`config.mk`:
```
export PLATFORM = sky130hd
export DESIGN_NAME = esb_mul
export DESIGN_NICKNAME = d
export VERILOG_FILES = /design/src/sv/esb_pkg.sv /design/src/sv/esb_mul.sv
export SDC_FILE = /design/constraint.sdc
export NUM_CORES = 2
export LEC_CHECK = 0
export ABC_CLOCK_PERIOD_IN_PS = 10350
export BUFFER_PORTS_ARGS = -buffer_cell sky130_fd_sc_hd__buf_2
export CAP_MARGIN = 5
export CORE_ASPECT_RATIO = 1.5
export CORE_MARGIN = 2
export CORE_UTILIZATION = 60
export DETAILED_ROUTE_END_ITERATION = 6
export GPL_TIMING_DRIVEN = 0
export PLACE_DENSITY_LB_ADDON = 0.08
export SETUP_SLACK_MARGIN = 0.2
export SYNTH_ARGS = -nofsm -noshare
export SYNTH_HDL_FRONTEND = slang
export SYNTH_SLANG_ARGS = --single-unit
```
`constraint.sdc`:
```
create_clock -name i_clk -period 10.35 [get_ports i_clk]
set_input_delay 3.105 -clock i_clk [delete_from_list [all_inputs] [get_ports i_clk]]
set_output_delay 3.105 -clock i_clk [all_outputs]
set_load 0.1 [all_outputs]
```
`src/sv/esb_pkg.sv`:
```
// Shared types, constants and helper functions for the encoder speed estimator.
// Holds the sequencer state and op encodings, the multiplier request/response
// structs, the Q3.44 biquad coefficient tables and saturation helpers.
`timescale 1ns / 1ps
`default_nettype none

package esb_pkg;

    typedef enum logic [3:0] {
        S_IDLE,
        S_SPD_GO,
        S_SPD_WAIT,
        S_MUL_GO,
        S_MUL_WAIT,
        S_FOLD,
        S_ABS,
        S_OUT
    } t_state;

    // Products taken per biquad stage, in issue order
    typedef enum logic [2:0] {
        OP_B0,
        OP_B1,
        OP_A1,
        OP_B2,
        OP_A2
    } t_op;

    typedef enum logic {
        MODE_RAW,
        MODE_Q44
    } t_mul_mode;

    typedef struct packed {
        logic                start;
        t_mul_mode           mode;
        logic signed [63:0]  a;
        logic signed [63:0]  b;
    } t_mul_req;

    typedef struct packed {
        logic                done;
        logic                neg;
        logic [63:0]         raw;   // low 64 bits of |a|*|b|
        logic signed [63:0]  q44;   // (a*b) >> 44, rounded, saturated
    } t_mul_rsp;

    localparam int MAX_STAGES = 4;

    localparam logic signed [63:0] COEF_ONE = 64'sd17592186044416;
    localparam logic signed [63:0] COEF_TWO = 64'sd35184372088832;

    // Stages past the second pass the signal through
    localparam logic signed [63:0] COEF_B0 [MAX_STAGES] =
        '{64'sd424605, COEF_ONE, COEF_ONE, COEF_ONE};
    localparam logic signed [63:0] COEF_B1 [MAX_STAGES] =
        '{64'sd849210, COEF_TWO, 64'sd0, 64'sd0};
    localparam logic signed [63:0] COEF_B2 [MAX_STAGES] =
        '{64'sd424605, COEF_ONE, 64'sd0, 64'sd0};
    localparam logic signed [63:0] COEF_A1 [MAX_STAGES] =
        '{64'sd34375131530789, 64'sd34837806023757, 64'sd0, 64'sd0};
    localparam logic signed [63:0] COEF_A2 [MAX_STAGES] =
        '{-64'sd16793852641720, -64'sd17257054900270, 64'sd0, 64'sd0};

    localparam logic signed [63:0] S64_MAX = 64'sh7FFF_FFFF_FFFF_FFFF;
    localparam logic signed [63:0] S64_MIN = 64'sh8000_0000_0000_0000;
    localparam logic signed [31:0] S32_MAX = 32'sh7FFF_FFFF;
    localparam logic signed [31:0] S32_MIN = 32'sh8000_0000;

    function automatic logic signed [63:0] coef_get(input logic [1:0] stg, input t_op op);
        logic signed [63:0] c;
        case (op)
            OP_B0:   c = COEF_B0[stg];
            OP_B1:   c = COEF_B1[stg];
            OP_A1:   c = COEF_A1[stg];
            OP_B2:   c = COEF_B2[stg];
            OP_A2:   c = COEF_A2[stg];
            default: c = 64'sd0;
        endcase
        return c;
    endfunction

    function automatic logic signed [63:0] sat_add64(input logic signed [63:0] a,
                                                     input logic signed [63:0] b);
        logic signed [63:0] s;
        s = a + b;
        if (a[63] == b[63] && s[63] != a[63]) begin
            s = a[63] ? S64_MIN : S64_MAX;
        end
        return s;
    endfunction

    // Signed 32-bit value from sign and magnitude, saturated
    function automatic logic signed [31:0] sat32_mag(input logic neg, input logic [63:0] m);
        logic signed [31:0] r;
        if (neg) begin
            if (m >= 64'h0000_0000_8000_0000) r = S32_MIN;
            else                              r = 32'sd0 - $signed(m[31:0]);
        end else begin
            if (m > 64'h0000_0000_7FFF_FFFF) r = S32_MAX;
            else                             r = $signed(m[31:0]);
        end
        return r;
    endfunction

endpackage

`default_nettype wire

```
`src/sv/esb_mul.sv`:
```
// Shared sign-magnitude 64x64 multiplier built on one 32x32 multiplier.
// Four partial products are accumulated into a 128-bit register; the result
// comes out raw or rounded to Q44 with saturation. Uses esb_pkg.
`timescale 1ns / 1ps
`default_nettype none

module esb_mul import esb_pkg::*; (
    input  wire logic     i_clk,
    input  wire logic     i_rst_n,
    input  wire t_mul_req i_req,
    output t_mul_rsp      o_rsp
);

    localparam logic [2:0] PART_LAST = 3'd3;
    localparam logic [2:0] MUL_LAST  = 3'd5;
    localparam logic [127:0] RND_HALF = 128'h1 << 43;

    logic               r_busy;
    logic               r_done;
    logic               r_pv;
    logic [2:0]         r_cnt;
    logic [63:0]        r_a;
    logic [63:0]        r_b;
    logic               r_neg;
    logic [63:0]        r_prod;
    logic [1:0]         r_off;
    logic [127:0]       r_acc;
    logic signed [63:0] r_q44;

    logic [31:0]        a_half;
    logic [31:0]        b_half;
    logic [63:0]        part_prod;
    logic [1:0]         part_off;
    logic [127:0]       addend;
    logic               q_sat;
    logic [63:0]        q_mag;
    logic signed [63:0] q_next;

    // Partial order: lo*lo, lo*hi, hi*lo, hi*hi
    assign a_half    = r_cnt[1] ? r_a[63:32] : r_a[31:0];
    assign b_half    = r_cnt[0] ? r_b[63:32] : r_b[31:0];
    assign part_prod = 64'(a_half) * 64'(b_half);
    assign part_off  = {r_cnt[1] & r_cnt[0], r_cnt[1] ^ r_cnt[0]};

    always_comb begin
        case (r_off)
            2'd0:    addend = {64'd0, r_prod};
            2'd1:    addend = {32'd0, r_prod, 32'd0};
            2'd2:    addend = {r_prod, 64'd0};
            default: addend = '0;
        endcase
    end

    // Rounding half was preloaded into the accumulator
    assign q_sat  = |r_acc[127:107];
    assign q_mag  = q_sat ? 64'h7FFF_FFFF_FFFF_FFFF : {1'b0, r_acc[106:44]};
    assign q_next = r_neg ? (64'sd0 - $signed(q_mag)) : $signed(q_mag);

    always_ff @(posedge i_clk) begin
        if (!i_rst_n) begin
            r_busy <= 1'b0;
            r_done <= 1'b0;
            r_pv   <= 1'b0;
            r_cnt  <= '0;
        end else begin
            r_done <= 1'b0;
            if (i_req.start) begin
                r_busy <= 1'b1;
                r_pv   <= 1'b0;
                r_cnt  <= '0;
            end else if (r_busy) begin
                r_pv  <= (r_cnt <= PART_LAST);
                r_cnt <= r_cnt + 3'd1;
                if (r_cnt == MUL_LAST) begin
                    r_busy <= 1'b0;
                    r_done <= 1'b1;
                end
            end
        end
    end

    always_ff @(posedge i_clk) begin
        if (i_req.start) begin
            r_a   <= i_req.a[63] ? 64'(64'sd0 - i_req.a) : i_req.a;
            r_b   <= i_req.b[63] ? 64'(64'sd0 - i_req.b) : i_req.b;
            r_neg <= i_req.a[63] ^ i_req.b[63];
            r_acc <= (i_req.mode == MODE_Q44) ? RND_HALF : '0;
        end else if (r_busy) begin
            if (r_cnt <= PART_LAST) begin
                r_prod <= part_prod;
                r_off  <= part_off;
            end
            if (r_pv) begin
                r_acc <= r_acc + addend;
            end
            if (r_cnt == MUL_LAST) begin
                r_q44 <= q_next;
            end
        end
    end

    assign o_rsp.done = r_done;
    assign o_rsp.neg  = r_neg;
    assign o_rsp.raw  = r_acc[63:0];
    assign o_rsp.q44  = r_q44;

endmodule

`default_nettype wire
```
==> flow_summary.toml <==
[outcome]
status = "finished with violations"
violations = "design-rule violations, max-capacitance violations, max-slew violations"

[yosys]
ys_ff_latch = 393
synthArstFlopShare_pct = 0
yosysSeqAreaShare_pct = 19.5
yosys_warnings = 0
synthFlopType = "edfxtp_1"
syn-num-nets = 8108
avgSynthCellArea_sq_um = 9.03
synth_edf_count = 387
syn_area_sq_um = 60400
synth_cells = 6683
synth_cell_type_count = 83

[global_routing]
met1_usage_pct = 49.3
antenna_found_initial = 26
grt_max_degree = 86
grtUsageTotal_pct = 55.3
use_met2_pct = 85.7
grt_util_met3_pct = 25.0
grt_pass1_wl_um = 400000
grt.busiest_layer = "met2"
gr-total-overflow = 0
grt_pass1_vias = 57553

[place]
dp_slack_ns = -2.58
gp_congestion = 1.24
dpl_cell_area_sq_um = 63700
port_buffers = 259
dp_hpwl_um = 218000

[timing]
tightest_slew_ns = 1.52
timing.max_slew.rel_slack_pct = -1.94
setup_viol = 0
period_minus_slack_ns = 10.19
hold_viol_final = 0
rsz0062_at_grt = "true"
min_period_over_period_pct = 98.5
hold_ws_ns = 0.541
max_freq_mhz = 98.1
clock_skew_ns = 0.0627
slew_violations = 7
timing.final.ws_setup_ns = 0.157

[clocking]
clock_latency_ns = 0.69
cts_root_buffer = "clkbuf_16"
clock_path_buffers = 3
clk_pin_slew_ns = 0.07
cts_buffers = 41
h-tree-depth = 2
clock-sinks = 393
cts_tree = "built"

[routing]
first_pass_iters = 7
post-route-drc-count = 24
ant_nets = 0
drt_wl_total_um = 277000
wl_per_cell_um = 33.0
drtIter0Drc = 6481
via_per_inst = 6.68
via_count = 55946

[floorplan]
die_area_sq_um = 103000
fp.dieW_um = 263
rows = 142
coreArea_sq_um = 99900
fp.dieH_um = 392
boundaryPins = 262
start_util_pct = 60.4

[critical_path]
cp-end-kind = "flip-flop"
crit_type = "flip-flop to flip-flop"
worstPathArrival_ns = 10.60
critPathMaxStageDelay_ns = 0.74
r2r_setup_slack_ns = 0.16
cp-start-kind = "flip-flop"
cpMostUsedCell = "fa_1"
cpMaxStageDelayCell = "fa_2"
cp.required_ns = 10.76
path_max_fanout = 10

[layout]
syn_to_final_growth_pct = 10.4
final_layout_size_suffix_gt1_share_pct = 11.1
design_area_sq_um = 66600
nets = 8454

[min_path]
min_path_type = "flip-flop to flip-flop"

[run]
maxCapViolCount = 2
[stage by stage]
stage	std cells	util, %	TNS, ns
global placement	8238	63.4	-287.29
floorplan	6683	-	0
finish	8380	66.7	0
CTS	8337	65.9	0
global route	8362	66.7	0
detailed placement	8260	63.8	-49.07
[synth_stat cells (34+ instances only)]
cell      number  share of area, %
inv_1        969               6.0
nor2_1       962               6.0
fa_1         897                30
nand2_1      666               4.1
ha_1         396               8.2
edfxtp_1     387                19
clkbuf_1     336               2.1
a21oi_1      277               2.3
xnor2_1      233               3.4
o21ai_0      202               1.7
a21o_1        98               1.2
mux2i_1       97               1.6
nand4_1       95              0.98
xor2_1        90               1.3
nor3_1        83              0.69
and2_1        75              0.78
mux2_2        69               1.3
buf_4         66              0.82
o31ai_1       60              0.75
or3_1         56              0.58
o21bai_1      54              0.67
nand3_1       42              0.35
o21a_1        38              0.47
a31oi_1       35              0.36
nand2b_1      34              0.35
[critical path: cells and delay by family, from the launching register on]
kind,cells,cell delay [ns]
adders and majority gates,9,4.35
buffers and inverters,7,1.75
and+or+nand+nor,4,0.95
DFF,1,0.43
muxes,1,0.49
AOI/OAI and AO/OA,8,1.93
[path summary, 6_finish.rpt]
check           start    endpoint  depth (start not counted)
max          r_cnt[1]  r_prod[63]                         29
min              r_pv        r_pv                          2
max reg2reg  r_cnt[1]  r_prod[63]                         29
min reg2reg      r_pv        r_pv                          2
[layer usage]
metal	routed length, um	share of wire [%]
met1	75300	27
met2	122000	44
met3	33900	12
met4	45300	16
met5	319	0.12
[layout make-up]
type,instances,area [sq um]
diodes,24,60.1
plain buffers,402,2340
clock buffers,50,1080
clock inverters,24,253
fillers,8014,33200
inverters,970,3650
multi-input cells,4908,43900
flip-flops and latches,393,11700
well taps,1296,1620
repair buffers,313,1980
[logic make-up after synthesis]
group	synth area share, %
AO/OA/AOI/OAI	10.2
buffers and inverters	9.01
AND/OR/NAND/NOR	15.6
adder cells (fa/ha/maj)	38.0
multiplexers	3.01
flip-flops	19.5
XOR/XNOR	4.69
[registers in the layout, indices dropped and copies added, names as in the netlist, 2 cells and up]
name    flops
r_acc     128
r_a        64
r_b        64
r_prod     64
r_q44      64
r_cnt       3
r_off       2
[cells in the final DEF, fill, tap and decap left out, types with 44 or more instances in the layout]
| master | n |
|---|---|
| clkbuf_1 | 205 |
| nand4_1 | 95 |
| a21oi_1 | 275 |
| fa_1 | 883 |
| o21ai_0 | 201 |
| buf_2 | 266 |
| o21bai_1 | 54 |
| a21o_1 | 97 |
| edfxtp_1 | 387 |
| o31ai_1 | 59 |
| or3_1 | 56 |
| xnor2_1 | 233 |
| ha_1 | 394 |
| mux2i_1 | 44 |
| and2_1 | 75 |
| mux2_2 | 60 |
| nand2_1 | 665 |
| inv_1 | 965 |
| buf_4 | 99 |
| xor2_1 | 90 |
| clkbuf_2 | 48 |
| nor2_1 | 958 |
| nor3_1 | 82 |
[what timing repair did]
action / CTS / global route
endpoints found under the setup margin: 42 / 23
gates resized for setup: 273 / 208
pin swaps: 0 / 7
hold buffers: 0 / 0
buffers inserted: 9 / 21
Power is not shown: default switching activity piles up to over one toggle a cycle in this logic, so the estimate is an artifact.
